`config.mk`:
```
export PLATFORM = sky130hd
export DESIGN_NAME = ordered_unique_handle_list
export DESIGN_NICKNAME = d
export VERILOG_FILES = /design/src/rtl/core/olh_pkg.sv /design/src/rtl/core/olh_store.sv /design/src/rtl/core/olh_seq.sv /design/src/rtl/core/ordered_unique_handle_list.sv
export SDC_FILE = /design/constraint.sdc
export NUM_CORES = 1
export LEC_CHECK = 0
export ABC_AREA = 1
export BUFFER_PORTS_ARGS = -buffer_cell sky130_fd_sc_hd__clkbuf_2
export CAP_MARGIN = 20
export CORE_ASPECT_RATIO = 0.9
export CORE_MARGIN = 2
export CORE_UTILIZATION = 32
export CTS_CLUSTER_DIAMETER = 60
export DETAILED_ROUTE_END_ITERATION = 7
export PLACE_DENSITY_LB_ADDON = 0.05
export SETUP_SLACK_MARGIN = 0.02
export SLEW_MARGIN = 20
export SYNTH_ARGS = -nofsm -noshare
export SYNTH_HDL_FRONTEND = slang
export SYNTH_SLANG_ARGS = --single-unit
```
`constraint.sdc`:
```
create_clock -name clock -period 7.5 [get_ports clock]
set_input_delay 0.75 -clock clock [delete_from_list [all_inputs] [get_ports clock]]
set_output_delay 0.75 -clock clock [all_outputs]
set_load 0.1 [all_outputs]
```
`src/rtl/core/olh_pkg.sv`:
```
`default_nettype none

package olh_pkg;

   // fixed field widths of the request and response items
   localparam int FUNC_W      = 3;
   localparam int HANDLE_IN_W = 32;
   localparam int POS_W       = 5;
   localparam int STATUS_W    = 2;
   localparam int COUNT_OUT_W = 5;

   // function codes
   localparam logic [FUNC_W-1:0] FUNC_FIND       = 3'd0;
   localparam logic [FUNC_W-1:0] FUNC_ADD        = 3'd1;
   localparam logic [FUNC_W-1:0] FUNC_REMOVE     = 3'd2;
   localparam logic [FUNC_W-1:0] FUNC_REMOVE_ALL = 3'd3;
   localparam logic [FUNC_W-1:0] FUNC_INSERT     = 3'd4;
   localparam logic [FUNC_W-1:0] FUNC_ASSIGN     = 3'd5;
   localparam logic [FUNC_W-1:0] FUNC_EXCHANGE   = 3'd6;

   // response status codes
   localparam logic [STATUS_W-1:0] STAT_DONE    = 2'd0;
   localparam logic [STATUS_W-1:0] STAT_REFUSED = 2'd1;
   localparam logic [STATUS_W-1:0] STAT_FULL    = 2'd2;

   typedef enum logic [3:0] {
      ST_IDLE,
      ST_SCAN_RD,
      ST_SCAN_CMP,
      ST_SHDN_CHK,
      ST_SHDN_WR,
      ST_SHUP_CHK,
      ST_SHUP_WR,
      ST_PUT,
      ST_XCH_RD0,
      ST_XCH_RD1,
      ST_XCH_WR0,
      ST_XCH_WR1,
      ST_RESP
   } state_type;

   typedef enum logic [2:0] {
      MODE_FIND,
      MODE_ADD,
      MODE_REMOVE,
      MODE_INSERT,
      MODE_ASSIGN,
      MODE_XCH
   } mode_type;

   typedef enum logic [1:0] {
      WSRC_HANDLE,
      WSRC_RDATA,
      WSRC_TMP
   } wsrc_type;

   typedef struct packed {
      logic     hnd_load;
      logic     rd_en;
      logic     wr_en;
      wsrc_type wr_src;
      logic     tmp_load;
   } store_ctrl_type;

endpackage

`default_nettype wire

```
`src/rtl/core/olh_store.sv`:
```
`default_nettype none

module olh_store
   import olh_pkg::*;
#(
   parameter int DEPTH    = 16,
   parameter int HANDLE_W = 32,
   localparam int AW      = $clog2(DEPTH)
) (
   input  wire logic                clock,
   input  wire store_ctrl_type      ctrl,
   input  wire logic [AW-1:0]       mem_addr,
   input  wire logic [HANDLE_W-1:0] handle,
   output logic                     match
);

   logic [HANDLE_W-1:0] entries_ff [DEPTH];
   logic [HANDLE_W-1:0] rd_data_ff;
   logic [HANDLE_W-1:0] hnd_ff;
   logic [HANDLE_W-1:0] tmp_ff;
   logic [HANDLE_W-1:0] wr_data;

   always_comb begin
      case (ctrl.wr_src)
         WSRC_HANDLE: wr_data = hnd_ff;
         WSRC_RDATA:  wr_data = rd_data_ff;
         WSRC_TMP:    wr_data = tmp_ff;
         default:     wr_data = hnd_ff;
      endcase
   end

   // single port: one read or one write per cycle, read data registered
   always_ff @(posedge clock) begin
      if (ctrl.wr_en) begin
         entries_ff[mem_addr] <= wr_data;
      end
      if (ctrl.rd_en) begin
         rd_data_ff <= entries_ff[mem_addr];
      end
   end

   always_ff @(posedge clock) begin
      if (ctrl.hnd_load) begin
         hnd_ff <= handle;
      end
      if (ctrl.tmp_load) begin
         tmp_ff <= rd_data_ff;
      end
   end

   // shared comparator, used by every scan step
   assign match = (rd_data_ff == hnd_ff);

endmodule

`default_nettype wire

```
`src/rtl/core/olh_seq.sv`:
```
`default_nettype none

module olh_seq
   import olh_pkg::*;
#(
   parameter int DEPTH = 16,
   localparam int AW   = $clog2(DEPTH),
   localparam int CW   = $clog2(DEPTH + 1),
   localparam int XW   = (CW > POS_W) ? CW : POS_W
) (
   input  wire logic                   clock,
   input  wire logic                   reset,
   input  wire logic                   frozen,
   input  wire logic                   req_valid,
   output logic                        req_ready,
   input  wire logic [FUNC_W-1:0]      req_func,
   input  wire logic [POS_W-1:0]       req_position,
   input  wire logic [POS_W-1:0]       req_other_position,
   output logic                        rsp_valid,
   input  wire logic                   rsp_ready,
   output logic [STATUS_W-1:0]         rsp_status,
   output logic [COUNT_OUT_W-1:0]      rsp_entry_count,
   output store_ctrl_type              ctrl,
   output logic [AW-1:0]               mem_addr,
   input  wire logic                   match
);

   state_type                state_ff, state_in;
   mode_type                 mode_ff, mode_in;
   logic [CW-1:0]            idx_ff, idx_in;
   logic [CW-1:0]            count_ff, count_in;
   logic [POS_W-1:0]         pos_ff, pos_in;
   logic [POS_W-1:0]         pos2_ff, pos2_in;
   logic [STATUS_W-1:0]      status_ff, status_in;
   logic                     rsp_valid_ff, rsp_valid_in;
   logic [STATUS_W-1:0]      rsp_status_ff, rsp_status_in;
   logic [COUNT_OUT_W-1:0]   rsp_count_ff, rsp_count_in;

   logic [XW-1:0] idx_x, nxt_x, prv_x, cnt_x, pos_x, pos2_x, rp_x, rp2_x;
   logic          full;

   assign idx_x  = XW'(idx_ff);
   assign nxt_x  = idx_x + XW'(1);
   assign prv_x  = idx_x - XW'(1);
   assign cnt_x  = XW'(count_ff);
   assign pos_x  = XW'(pos_ff);
   assign pos2_x = XW'(pos2_ff);
   assign rp_x   = XW'(req_position);
   assign rp2_x  = XW'(req_other_position);
   assign full   = (count_ff == CW'(DEPTH));

   assign req_ready       = (state_ff == ST_IDLE);
   assign rsp_valid       = rsp_valid_ff;
   assign rsp_status      = rsp_status_ff;
   assign rsp_entry_count = rsp_count_ff;

   always_ff @(posedge clock) begin
      if (reset) begin
         state_ff     <= ST_IDLE;
         mode_ff      <= MODE_FIND;
         count_ff     <= '0;
         rsp_valid_ff <= 1'b0;
      end else begin
         state_ff     <= state_in;
         mode_ff      <= mode_in;
         count_ff     <= count_in;
         rsp_valid_ff <= rsp_valid_in;
      end
   end

   always_ff @(posedge clock) begin
      idx_ff        <= idx_in;
      pos_ff        <= pos_in;
      pos2_ff       <= pos2_in;
      status_ff     <= status_in;
      rsp_status_ff <= rsp_status_in;
      rsp_count_ff  <= rsp_count_in;
   end

   always_comb begin
      state_in      = state_ff;
      mode_in       = mode_ff;
      idx_in        = idx_ff;
      count_in      = count_ff;
      pos_in        = pos_ff;
      pos2_in       = pos2_ff;
      status_in     = status_ff;
      rsp_valid_in  = rsp_valid_ff && !rsp_ready;
      rsp_status_in = rsp_status_ff;
      rsp_count_in  = rsp_count_ff;
      ctrl          = '0;
      mem_addr      = idx_x[AW-1:0];

      case (state_ff)
         ST_IDLE: begin
            if (req_valid) begin
               ctrl.hnd_load = 1'b1;
               pos_in        = req_position;
               pos2_in       = req_other_position;
               idx_in        = '0;
               status_in     = STAT_REFUSED;
               state_in      = ST_RESP;
               case (req_func)
                  FUNC_FIND: begin
                     mode_in  = MODE_FIND;
                     state_in = ST_SCAN_RD;
                  end
                  FUNC_ADD: begin
                     mode_in  = MODE_ADD;
                     state_in = ST_SCAN_RD;
                  end
                  FUNC_REMOVE: begin
                     if (!frozen) begin
                        mode_in  = MODE_REMOVE;
                        state_in = ST_SCAN_RD;
                     end
                  end
                  FUNC_REMOVE_ALL: begin
                     if (!frozen) begin
                        count_in  = '0;
                        status_in = STAT_DONE;
                     end
                  end
                  FUNC_INSERT: begin
                     if (rp_x < cnt_x) begin
                        mode_in = MODE_INSERT;
                        if (!frozen) begin
                           state_in = ST_SCAN_RD;
                        end else if (full) begin
                           status_in = STAT_FULL;
                        end else begin
                           idx_in   = count_ff;
                           state_in = ST_SHUP_CHK;
                        end
                     end else if (rp_x == cnt_x) begin
                        mode_in  = MODE_ADD;
                        state_in = ST_SCAN_RD;
                     end
                  end
                  FUNC_ASSIGN: begin
                     if (rp_x < cnt_x) begin
                        mode_in  = MODE_ASSIGN;
                        idx_in   = rp_x[CW-1:0];
                        state_in = ST_PUT;
                     end else begin
                        mode_in  = MODE_ADD;
                        state_in = ST_SCAN_RD;
                     end
                  end
                  FUNC_EXCHANGE: begin
                     if (rp_x < cnt_x && rp2_x < cnt_x) begin
                        mode_in  = MODE_XCH;
                        state_in = ST_XCH_RD0;
                     end
                  end
                  default: begin
                     state_in = ST_RESP;
                  end
               endcase
            end
         end

         ST_SCAN_RD: begin
            if (idx_x < cnt_x) begin
               ctrl.rd_en = 1'b1;
               state_in   = ST_SCAN_CMP;
            end else begin
               // handle not held
               status_in = STAT_REFUSED;
               state_in  = ST_RESP;
               case (mode_ff)
                  MODE_ADD: begin
                     if (full) begin
                        status_in = STAT_FULL;
                     end else begin
                        idx_in   = count_ff;
                        state_in = ST_PUT;
                     end
                  end
                  MODE_INSERT: begin
                     if (full) begin
                        status_in = STAT_FULL;
                     end else begin
                        idx_in   = count_ff;
                        state_in = ST_SHUP_CHK;
                     end
                  end
                  default: begin
                     state_in = ST_RESP;
                  end
               endcase
            end
         end

         ST_SCAN_CMP: begin
            if (match) begin
               case (mode_ff)
                  MODE_FIND: begin
                     status_in = STAT_DONE;
                     state_in  = ST_RESP;
                  end
                  MODE_REMOVE, MODE_INSERT: begin
                     state_in = ST_SHDN_CHK;
                  end
                  default: begin
                     status_in = STAT_REFUSED;
                     state_in  = ST_RESP;
                  end
               endcase
            end else begin
               idx_in   = nxt_x[CW-1:0];
               state_in = ST_SCAN_RD;
            end
         end

         ST_SHDN_CHK: begin
            if (nxt_x < cnt_x) begin
               ctrl.rd_en = 1'b1;
               mem_addr   = nxt_x[AW-1:0];
               state_in   = ST_SHDN_WR;
            end else begin
               count_in = count_ff - CW'(1);
               if (mode_ff == MODE_INSERT) begin
                  idx_in   = count_ff - CW'(1);
                  state_in = ST_SHUP_CHK;
               end else begin
                  status_in = STAT_DONE;
                  state_in  = ST_RESP;
               end
            end
         end

         ST_SHDN_WR: begin
            ctrl.wr_en  = 1'b1;
            ctrl.wr_src = WSRC_RDATA;
            idx_in      = nxt_x[CW-1:0];
            state_in    = ST_SHDN_CHK;
         end

         ST_SHUP_CHK: begin
            if (idx_x > pos_x) begin
               ctrl.rd_en = 1'b1;
               mem_addr   = prv_x[AW-1:0];
               state_in   = ST_SHUP_WR;
            end else begin
               state_in = ST_PUT;
            end
         end

         ST_SHUP_WR: begin
            ctrl.wr_en  = 1'b1;
            ctrl.wr_src = WSRC_RDATA;
            idx_in      = prv_x[CW-1:0];
            state_in    = ST_SHUP_CHK;
         end

         ST_PUT: begin
            ctrl.wr_en  = 1'b1;
            ctrl.wr_src = WSRC_HANDLE;
            if (mode_ff != MODE_ASSIGN) begin
               count_in = count_ff + CW'(1);
            end
            status_in = STAT_DONE;
            state_in  = ST_RESP;
         end

         ST_XCH_RD0: begin
            ctrl.rd_en = 1'b1;
            mem_addr   = pos_x[AW-1:0];
            state_in   = ST_XCH_RD1;
         end

         ST_XCH_RD1: begin
            ctrl.tmp_load = 1'b1;
            ctrl.rd_en    = 1'b1;
            mem_addr      = pos2_x[AW-1:0];
            state_in      = ST_XCH_WR0;
         end

         ST_XCH_WR0: begin
            ctrl.wr_en  = 1'b1;
            ctrl.wr_src = WSRC_RDATA;
            mem_addr    = pos_x[AW-1:0];
            state_in    = ST_XCH_WR1;
         end

         ST_XCH_WR1: begin
            ctrl.wr_en  = 1'b1;
            ctrl.wr_src = WSRC_TMP;
            mem_addr    = pos2_x[AW-1:0];
            status_in   = STAT_DONE;
            state_in    = ST_RESP;
         end

         ST_RESP: begin
            if (!rsp_valid_ff || rsp_ready) begin
               rsp_valid_in  = 1'b1;
               rsp_status_in = status_ff;
               rsp_count_in  = cnt_x[COUNT_OUT_W-1:0];
               state_in      = ST_IDLE;
            end
         end

         default: begin
            state_in = ST_IDLE;
         end
      endcase
   end

   a_count_bound: assert property (@(posedge clock) disable iff (reset)
      count_ff <= CW'(DEPTH))
      else $error("entry count above depth");

   a_count_step: assert property (@(posedge clock) disable iff (reset)
      state_ff != ST_IDLE |=> count_ff == $past(count_ff)
         || count_ff == $past(count_ff) + CW'(1)
         || count_ff == $past(count_ff) - CW'(1))
      else $error("entry count moved by more than one during an operation");

   a_full_status: assert property (@(posedge clock) disable iff (reset)
      state_ff == ST_RESP && status_ff == STAT_FULL |-> full)
      else $error("full status with room left");

   a_busy_after_accept: assert property (@(posedge clock) disable iff (reset)
      req_valid && req_ready |=> state_ff != ST_IDLE)
      else $error("sequencer idle right after an accepted item");

endmodule

`default_nettype wire

```
`src/rtl/core/ordered_unique_handle_list.sv`:
```
// Ordered list of up to DEPTH handles held in a single-port memory, with
// find, add (no duplicates), remove (first match, gap closed), remove all,
// insert at a position, assign to a position and exchange of two positions.
// One item is worked at a time. Every scan step and every entry moved takes
// a read state and then a compare or write state, because the one memory
// port has a registered read. The slowest insert is a handle not yet held
// placed at position 0 (full scan, then every entry shifted up). Assign
// inside the list writes its position directly; exchange inside the list
// reads both positions, then writes both. The next item is taken as soon
// as the sequencer is back to idle, while the last response may still
// wait in the output register. The frozen register blocks remove and
// remove all; it must only be written while the block is idle. Entries past
// the fill count are never read, so the memory needs no clearing after reset.

`default_nettype none

module ordered_unique_handle_list
   import olh_pkg::*;
#(
   parameter int DEPTH    = 16,
   parameter int HANDLE_W = 32
) (
   input  wire logic                    clock,
   input  wire logic                    reset,
   // request channel
   input  wire logic                    req_valid,
   output logic                         req_ready,
   input  wire logic [FUNC_W-1:0]       req_func,
   input  wire logic [HANDLE_IN_W-1:0]  req_handle,
   input  wire logic [POS_W-1:0]        req_position,
   input  wire logic [POS_W-1:0]        req_other_position,
   // response channel
   output logic                         rsp_valid,
   input  wire logic                    rsp_ready,
   output logic [STATUS_W-1:0]          rsp_status,
   output logic [COUNT_OUT_W-1:0]       rsp_entry_count,
   // frozen flag
   input  wire logic                    csr_wr_en,
   input  wire logic                    csr_wr_data
);

   localparam int AW = $clog2(DEPTH);

   logic                frozen_ff, frozen_in;
   store_ctrl_type      ctrl;
   logic [AW-1:0]       mem_addr;
   logic [HANDLE_W-1:0] handle;
   logic                match;

   // handle kept to the configured width
   assign handle = HANDLE_W'(req_handle);

   assign frozen_in = csr_wr_en ? csr_wr_data : frozen_ff;

   always_ff @(posedge clock) begin
      if (reset) begin
         frozen_ff <= 1'b0;
      end else begin
         frozen_ff <= frozen_in;
      end
   end

   // sequencer: decode, scan, shift passes and response register
   olh_seq #(
      .DEPTH (DEPTH)
   ) u_seq (
      .clock              (clock),
      .reset              (reset),
      .frozen             (frozen_ff),
      .req_valid          (req_valid),
      .req_ready          (req_ready),
      .req_func           (req_func),
      .req_position       (req_position),
      .req_other_position (req_other_position),
      .rsp_valid          (rsp_valid),
      .rsp_ready          (rsp_ready),
      .rsp_status         (rsp_status),
      .rsp_entry_count    (rsp_entry_count),
      .ctrl               (ctrl),
      .mem_addr           (mem_addr),
      .match              (match)
   );

   // entry memory with the shared comparator and swap holding register
   olh_store #(
      .DEPTH    (DEPTH),
      .HANDLE_W (HANDLE_W)
   ) u_store (
      .clock    (clock),
      .ctrl     (ctrl),
      .mem_addr (mem_addr),
      .handle   (handle),
      .match    (match)
   );

endmodule

`default_nettype wire

```
Word-level counts from Yosys, hierarchy flattened
Memory sizes are Yosys's and may differ from the RTL's. A register that Yosys moved wholly into a read port is not among the register bits.
Cells that the tools add are included.
{ "op_classes": {"n_reduce_logical": 27, "n_addsub": 4, "order_cmp": 5, "n_mux": 73, "n_eq_ne": 44} }
{ "op_table": {"columns": ["operator", "count"], "rows": [
  ["5-bit two-way mux", 16],
  ["32-bit case mux with 2 select lines", 1],
  ["4-bit two-way mux", 15],
  ["4-bit case mux with 12 select lines", 1],
  ["32-bit equality test", 1],
  ["5-bit case mux with 6 select lines", 1],
  ["2-bit inequality test (second input constant)", 11],
  ["3-bit two-way mux", 7],
  ["4-bit equality test (second input constant)", 5],
  ["5-bit less-than comparator", 4],
  ["4-bit case mux with 5 select lines", 1],
  ["2-bit two-way mux", 9],
  ["3-bit case mux with 6 select lines", 1],
  ["4-bit by 3-bit equality test with 1-bit output (second input constant)", 4],
  ["4-bit case mux with 4 select lines", 1],
  ["5-bit case mux with 3 select lines", 1],
  ["2-bit OR reduction", 7],
  ["3-bit by 2-bit equality test with 1-bit output (second input constant)", 4],
  ["1-bit two-way mux", 12],
  ["6-bit AND reduction", 2],
  ["6-bit nonzero test", 2],
  ["5-bit by 1-bit adder with 5-bit output (second input constant)", 2],
  ["2-bit by 1-bit inequality test with 1-bit output (second input constant)", 5],
  ["2-bit case mux with 5 select lines", 1],
  ["28 further kinds", 39]
]} }
{ "word_totals": {"register_bits": 101, "memories": 1, "output_inout_bits": 9, "mem_bits_rw": 512} }
{ "mem_list": {"columns": ["name", "depth", "word_bits", "read_ports", "rd_clocked_by_memory_dff", "write_ports", "line_no", "text"], "rows": [
  ["u_store.entries_ff", 16, 32, 1, 1, 1, "olh_store.sv:17", "logic [HANDLE_W-1:0] entries_ff [DEPTH];"]
]} }

Longest topological paths before layout
{ "depth": {"ltp_word": 7, "depth_mapped": 23, "depth_no_buf": 21} }

By module
Synthesis repeated with hierarchy kept, for this count alone.
{ "unflattened": {"cells_unflattened": 2435, "hier_area_um2": 27291.2} }
{ "by_module_without_submodules": {"columns": ["mod", "n_inst", "area_each_um2", "cells_per_inst", "seq_area_each_um2"], "rows": [
  ["olh_store", 1, 24293.3, 2017, 18257.5],
  ["olh_seq", 1, 2952.8, 411, 950.9],
  ["ordered_unique_handle_list", 1, 45.0, 7, 20.0]
]} }

Least setup slack after synthesis
OpenSTA, ideal clock, no wires.
{ "synth_timing": {"path_kind": "reg2reg", "from": "reg u_seq.state_ff[0]", "to": "reg u_seq.mode_ff[0]", "required_ns": 7.381, "arrival_ns": 4.647, "period_less_slack_ns": 4.766, "stages_incl_launch_ff": 10, "slack_ns": 2.734, "path_buffers": 0, "setup_time_ns": 0.119, "path_cell_list": "dfxtp_1 nor2_1 inv_1 nor2_1 inv_1 nor2_1 and2_1 nand2_1 o21ai_0 a21oi_1"} }
{ "synth_between": {"elab_chain_cells": 2} }
{ "synth_rtl": {"columns": ["item", "line_no", "text"], "rows": [
  ["from (decl)", "olh_seq.sv:28", "state_type state_ff, state_in;"],
  ["from (signal assigned)", "olh_seq.sv:64", "state_ff <= state_in;"],
  ["4-bit zero test", null, null],
  ["via req_ready", "ordered_unique_handle_list.sv:27", "output logic req_ready,"],
  ["6-bit AND reduction (no source line)", null, null],
  ["to (signal assigned)", "olh_seq.sv:65", "mode_ff <= mode_in;"],
  ["to (decl)", "olh_seq.sv:29", "mode_type mode_ff, mode_in;"]
]} }
The timed path passes the listed nets, and every way through them passes these cells.
A chain may end at the register's enable or synchronous reset.

Final worst setup path
{ "layout_timing": {"from": "reg u_seq.idx_ff[0]", "to": "reg u_store.rd_data_ff[19], read port of u_store.entries_ff (data pin)"} }
{ "layout_between": {"elab_chain_cells": 4} }
{ "layout_rtl": {"columns": ["item", "line_no", "text"], "rows": [
  ["from (decl)", "olh_seq.sv:30", "logic [CW-1:0] idx_ff, idx_in;"],
  ["from (signal assigned)", "olh_seq.sv:72", "idx_ff <= idx_in;"],
  ["5-bit by 1-bit adder with 5-bit output", "olh_seq.sv:43", "assign nxt_x = idx_x + XW'(1);"],
  ["5-bit less-than comparator", "olh_seq.sv:217", "if (nxt_x < cnt_x) begin"],
  ["4-bit two-way mux or 1-bit two-way mux (tied branches)", "olh_seq.sv:217", null],
  ["4-bit case mux with 4 select lines or 1-bit case mux with 4 select lines (tied branches)", "olh_seq.sv:94", "case (state_ff)"],
  ["to (decl)", "olh_store.sv:18", "logic [HANDLE_W-1:0] rd_data_ff;"]
]} }
Parallel ways exist; a longest one is shown, timed or not.

==> reports/results.tsv <==
metric	value	unit
status	complete, no violations	
synth-seq-area-share	66.6	%
tightest_slew	1.22	ns
cts_tree	built	
ys_seq_elements	645	
path_class	register to register	
crit_chain	inv_1 -> ha_1 -> ha_1 -> nand2_1 -> nor2_1 -> nand2_1 -> nand3_1 -> nor2_1 -> a211oi_1 -> nand2_1 -> nand2_1 -> inv_2 -> nand2_1 -> nand2_1 -> inv_1 -> nand2_1	
routed_wl	92600	microns
p_leak	13.3	nW
place_hpwl	53100	microns
htreeDepth	3	
ys.flop_type	edfxtp_1	
fp.dieH	289	microns
post_cts_buffers	0	
final_cells	4139	
grt_antenna_before_repair	4	
cp.arrival	5.72	ns
avgSynthCellArea	10.1	sq um
netlist_area	28900	sq um
clockRootBuffer	clkbuf_16	
grt_max_degree	185	
rsz0062_at_grt	no	
finalSetupViolations	0	
final.setup.tns	0	ns
cts_buffer_depth	3	
num_vias	20300	
crit_path_start	u_seq.idx_ff[0]	
cts_resized	0	
grt_use_total	19.9	%
synthArstFlopShare	0	%
clock_latency	0.63	ns
die-area	92700	sq um
postRouteAntennaNets	0	
gp_congestion	0.808	
drive_gt1_share	10.1	%
end_kind	register	
hp-start	req_handle[2]	
slowest_delay	1.02	ns
n_antenna_cell	0	
die_w	321	microns
vias_per_cell	4.90	
vdd_drop_max	0.473	mV
layout_min_cycle_time	5.35	ns
max_slew_margin	18.5	%
grt-ovfl-total	0	
initial_utilization	32.3	%
grt_pass1_vias	19900	
hold_violations	0	
syn_nets	2936	
dp.cells	3996	
clock-sinks	645	
maxCapViolCount	0	
io_buffers	59	
grt_pass1_wl	136000	microns
crit_slowest_cell	a211oi_1	
clk_pin_slew	0.05	ns
min_path_type	input port to register	
drt-pass1-iter-count	5	
max_freq	187	MHz
nNetsFinal	2993	
ys_types	46	
synth-edff-count	631	
final.period_utilization	71.4	%
cp_common_cell	nand2_1	
netlist_instances	2856	
num_rows	104	
area_growth	15.3	%
start_kind	register	
cp.required	7.86	ns
io_pins	60	
r2r_start	u_seq.idx_ff[0]	
cts_buffers	80	
slew_viol_final	0	
wl_per_cell	22.4	microns
p_per_area	519	nW/um^2
final.setup_skew	0.0264	ns
cp_max_fo	32	
coreArea	89400	sq um
drc	0	
drtIter0Drc	1576	
cts_hold_buf	0	
yosysWarnings	0	
placed cells by master, fill, tap and decap left out, types with 3 or more instances in the layout:
master / netlist / final
buf_12: 0 / 6
nor3_1: 3 / 3
nand2_1: 1273 / 1273
nor2_4: 1 / 22
a22oi_2: 0 / 3
inv_6: 0 / 7
xor2_1: 6 / 6
clkbuf_16: 0 / 83
clkinv_1: 1 / 14
nand2_8: 0 / 3
nor2_1: 105 / 85
dfxtp_1: 14 / 14
xnor2_1: 19 / 19
o21ai_1: 3 / 3
inv_2: 6 / 7
inv_1: 152 / 151
o31ai_1: 4 / 4
clkbuf_2: 0 / 59
a21oi_2: 0 / 11
clkbuf_1: 41 / 12
buf_4: 13 / 46
clkinv_2: 0 / 14
o2111ai_1: 4 / 3
ha_1: 29 / 27
nand2_2: 4 / 3
nand4_1: 15 / 15
edfxtp_1: 631 / 631
o21ai_0: 24 / 24
or2_2: 9 / 9
a211oi_1: 4 / 4
nand3_1: 291 / 291
a21oi_1: 81 / 68
a22oi_1: 15 / 12
bufinv_16: 0 / 6
area by class of cell:
class	instances	area (sq um)
Clock buffer	96	2140
Fill cell	8870	56100
Clock inverter	46	423
Timing Repair Buffer	113	781
Inverter	159	597
Sequential cell	645	19200
Tap cell	1166	1460
Multi-Input combinational cell	1914	8670
per-stage QoR:
stage / setup WS (ns) / cell area (sq um) / utilization, % / hold slack, ns / total power, W
floorplan: 2.73 / 28900 / - / 0.400 / 0.0106
global placement: 2.24 / 30700 / 34.3 / 0.407 / 0.0136
detailed placement: 2.20 / 30700 / 34.4 / 0.405 / 0.0136
CTS: 2.19 / 33300 / 37.2 / 0.249 / 0.0175
global route: 1.93 / 33300 / 37.2 / 0.260 / 0.0185
finish: 2.15 / 33300 / 37.2 / 0.296 / 0.0173
path summary, 6_finish.rpt:
| kind | endpoint | slack (ns) | cells past startpoint |
|---|---|---|---|
| worst min-delay path | u_store.hnd_ff[2] | 0.30 | 1 |
| worst max-delay path | u_store.rd_data_ff[19] | 2.15 | 16 |
| worst max register to register | u_store.rd_data_ff[19] | 2.15 | 16 |
| worst min register to register | u_seq.rsp_status[0] | 0.42 | 0 |
flip-flops by register name (all words and copies together), names as in the netlist:
signal / flops
frozen_ff: 1
u_seq.cnt_x: 5
u_seq.idx_ff: 5
u_seq.mode_ff: 3
u_seq.pos2_ff: 4
u_seq.pos_ff: 5
u_seq.rsp_entry_count: 5
u_seq.rsp_status: 2
u_seq.rsp_valid: 1
u_seq.state_ff: 4
u_seq.status_ff: 2
u_store.entries_ff: 512
u_store.hnd_ff: 32
u_store.rd_data_ff: 32
u_store.tmp_ff: 32
critical path, delay by kind of cell (launching register included):
| kind | cells | cell delay, ns |
|---|---|---|
| AND/OR/NAND/NOR | 10 | 1.96 |
| flip-flops | 1 | 0.50 |
| adder cells (fa/ha/maj) | 2 | 0.66 |
| buffers and inverters | 3 | 0.91 |
| AO/OA/AOI/OAI | 1 | 1.02 |
synth_stat cells, drive strengths merged (2+ instances only):
cell	n	share of area, %
inv	158	2.1
or2	9	0.19
o31ai	4	0.10
o21ai	27	0.47
edfxtp	631	66
a211oi	4	0.10
buf	97	1.8
o2111ai	4	0.12
nor3	3	0.052
xnor2	19	0.58
o22ai	3	0.087
o211ai	2	0.069
ha	29	1.3
a22oi	15	0.39
xor2	6	0.18
nor2	109	1.5
clkbuf	41	0.53
nand2	1279	17
nor4	2	0.043
nand3	291	5.0
a31oi	2	0.043
dfxtp	14	0.97
a21oi	81	1.4
nand4	16	0.40
logic make-up (layout without fill, tap and decap cells):
kind of cell	Yosys count	in the layout	synth area share, %
AND/OR/NAND/NOR	1712	1712	24.0
XOR/XNOR	25	25	0.758
AO/OA/AOI/OAI	148	148	2.97
buffers and inverters	297	414	4.45
flip-flops	645	645	66.6
adder cells (fa/ha/maj)	29	29	1.26
per-layer routing:
| metal | wire length [microns] | global-route usage (%) | up-vias |
|---|---|---|---|
| met1 | 45300 | 29.4 | 9955 |
| met2 | 41300 | 31.2 | 517 |
| met4 | 1880 | 4.84 | 0 |
| li1 | - | - | 9694 |
| met5 | 0 | 0 | - |
| met3 | 4080 | 2.49 | 107 |
report_power, final:
group	leakage, nW	internal [W]	switching, W
registers	5.83	0.00517	0.000249
logic	6.26	0.00197	0.00607
clock network	1.26	0.00224	0.00157
total	13.3	0.00939	0.00789
Note: power is estimated with default switching activity, not from simulation.
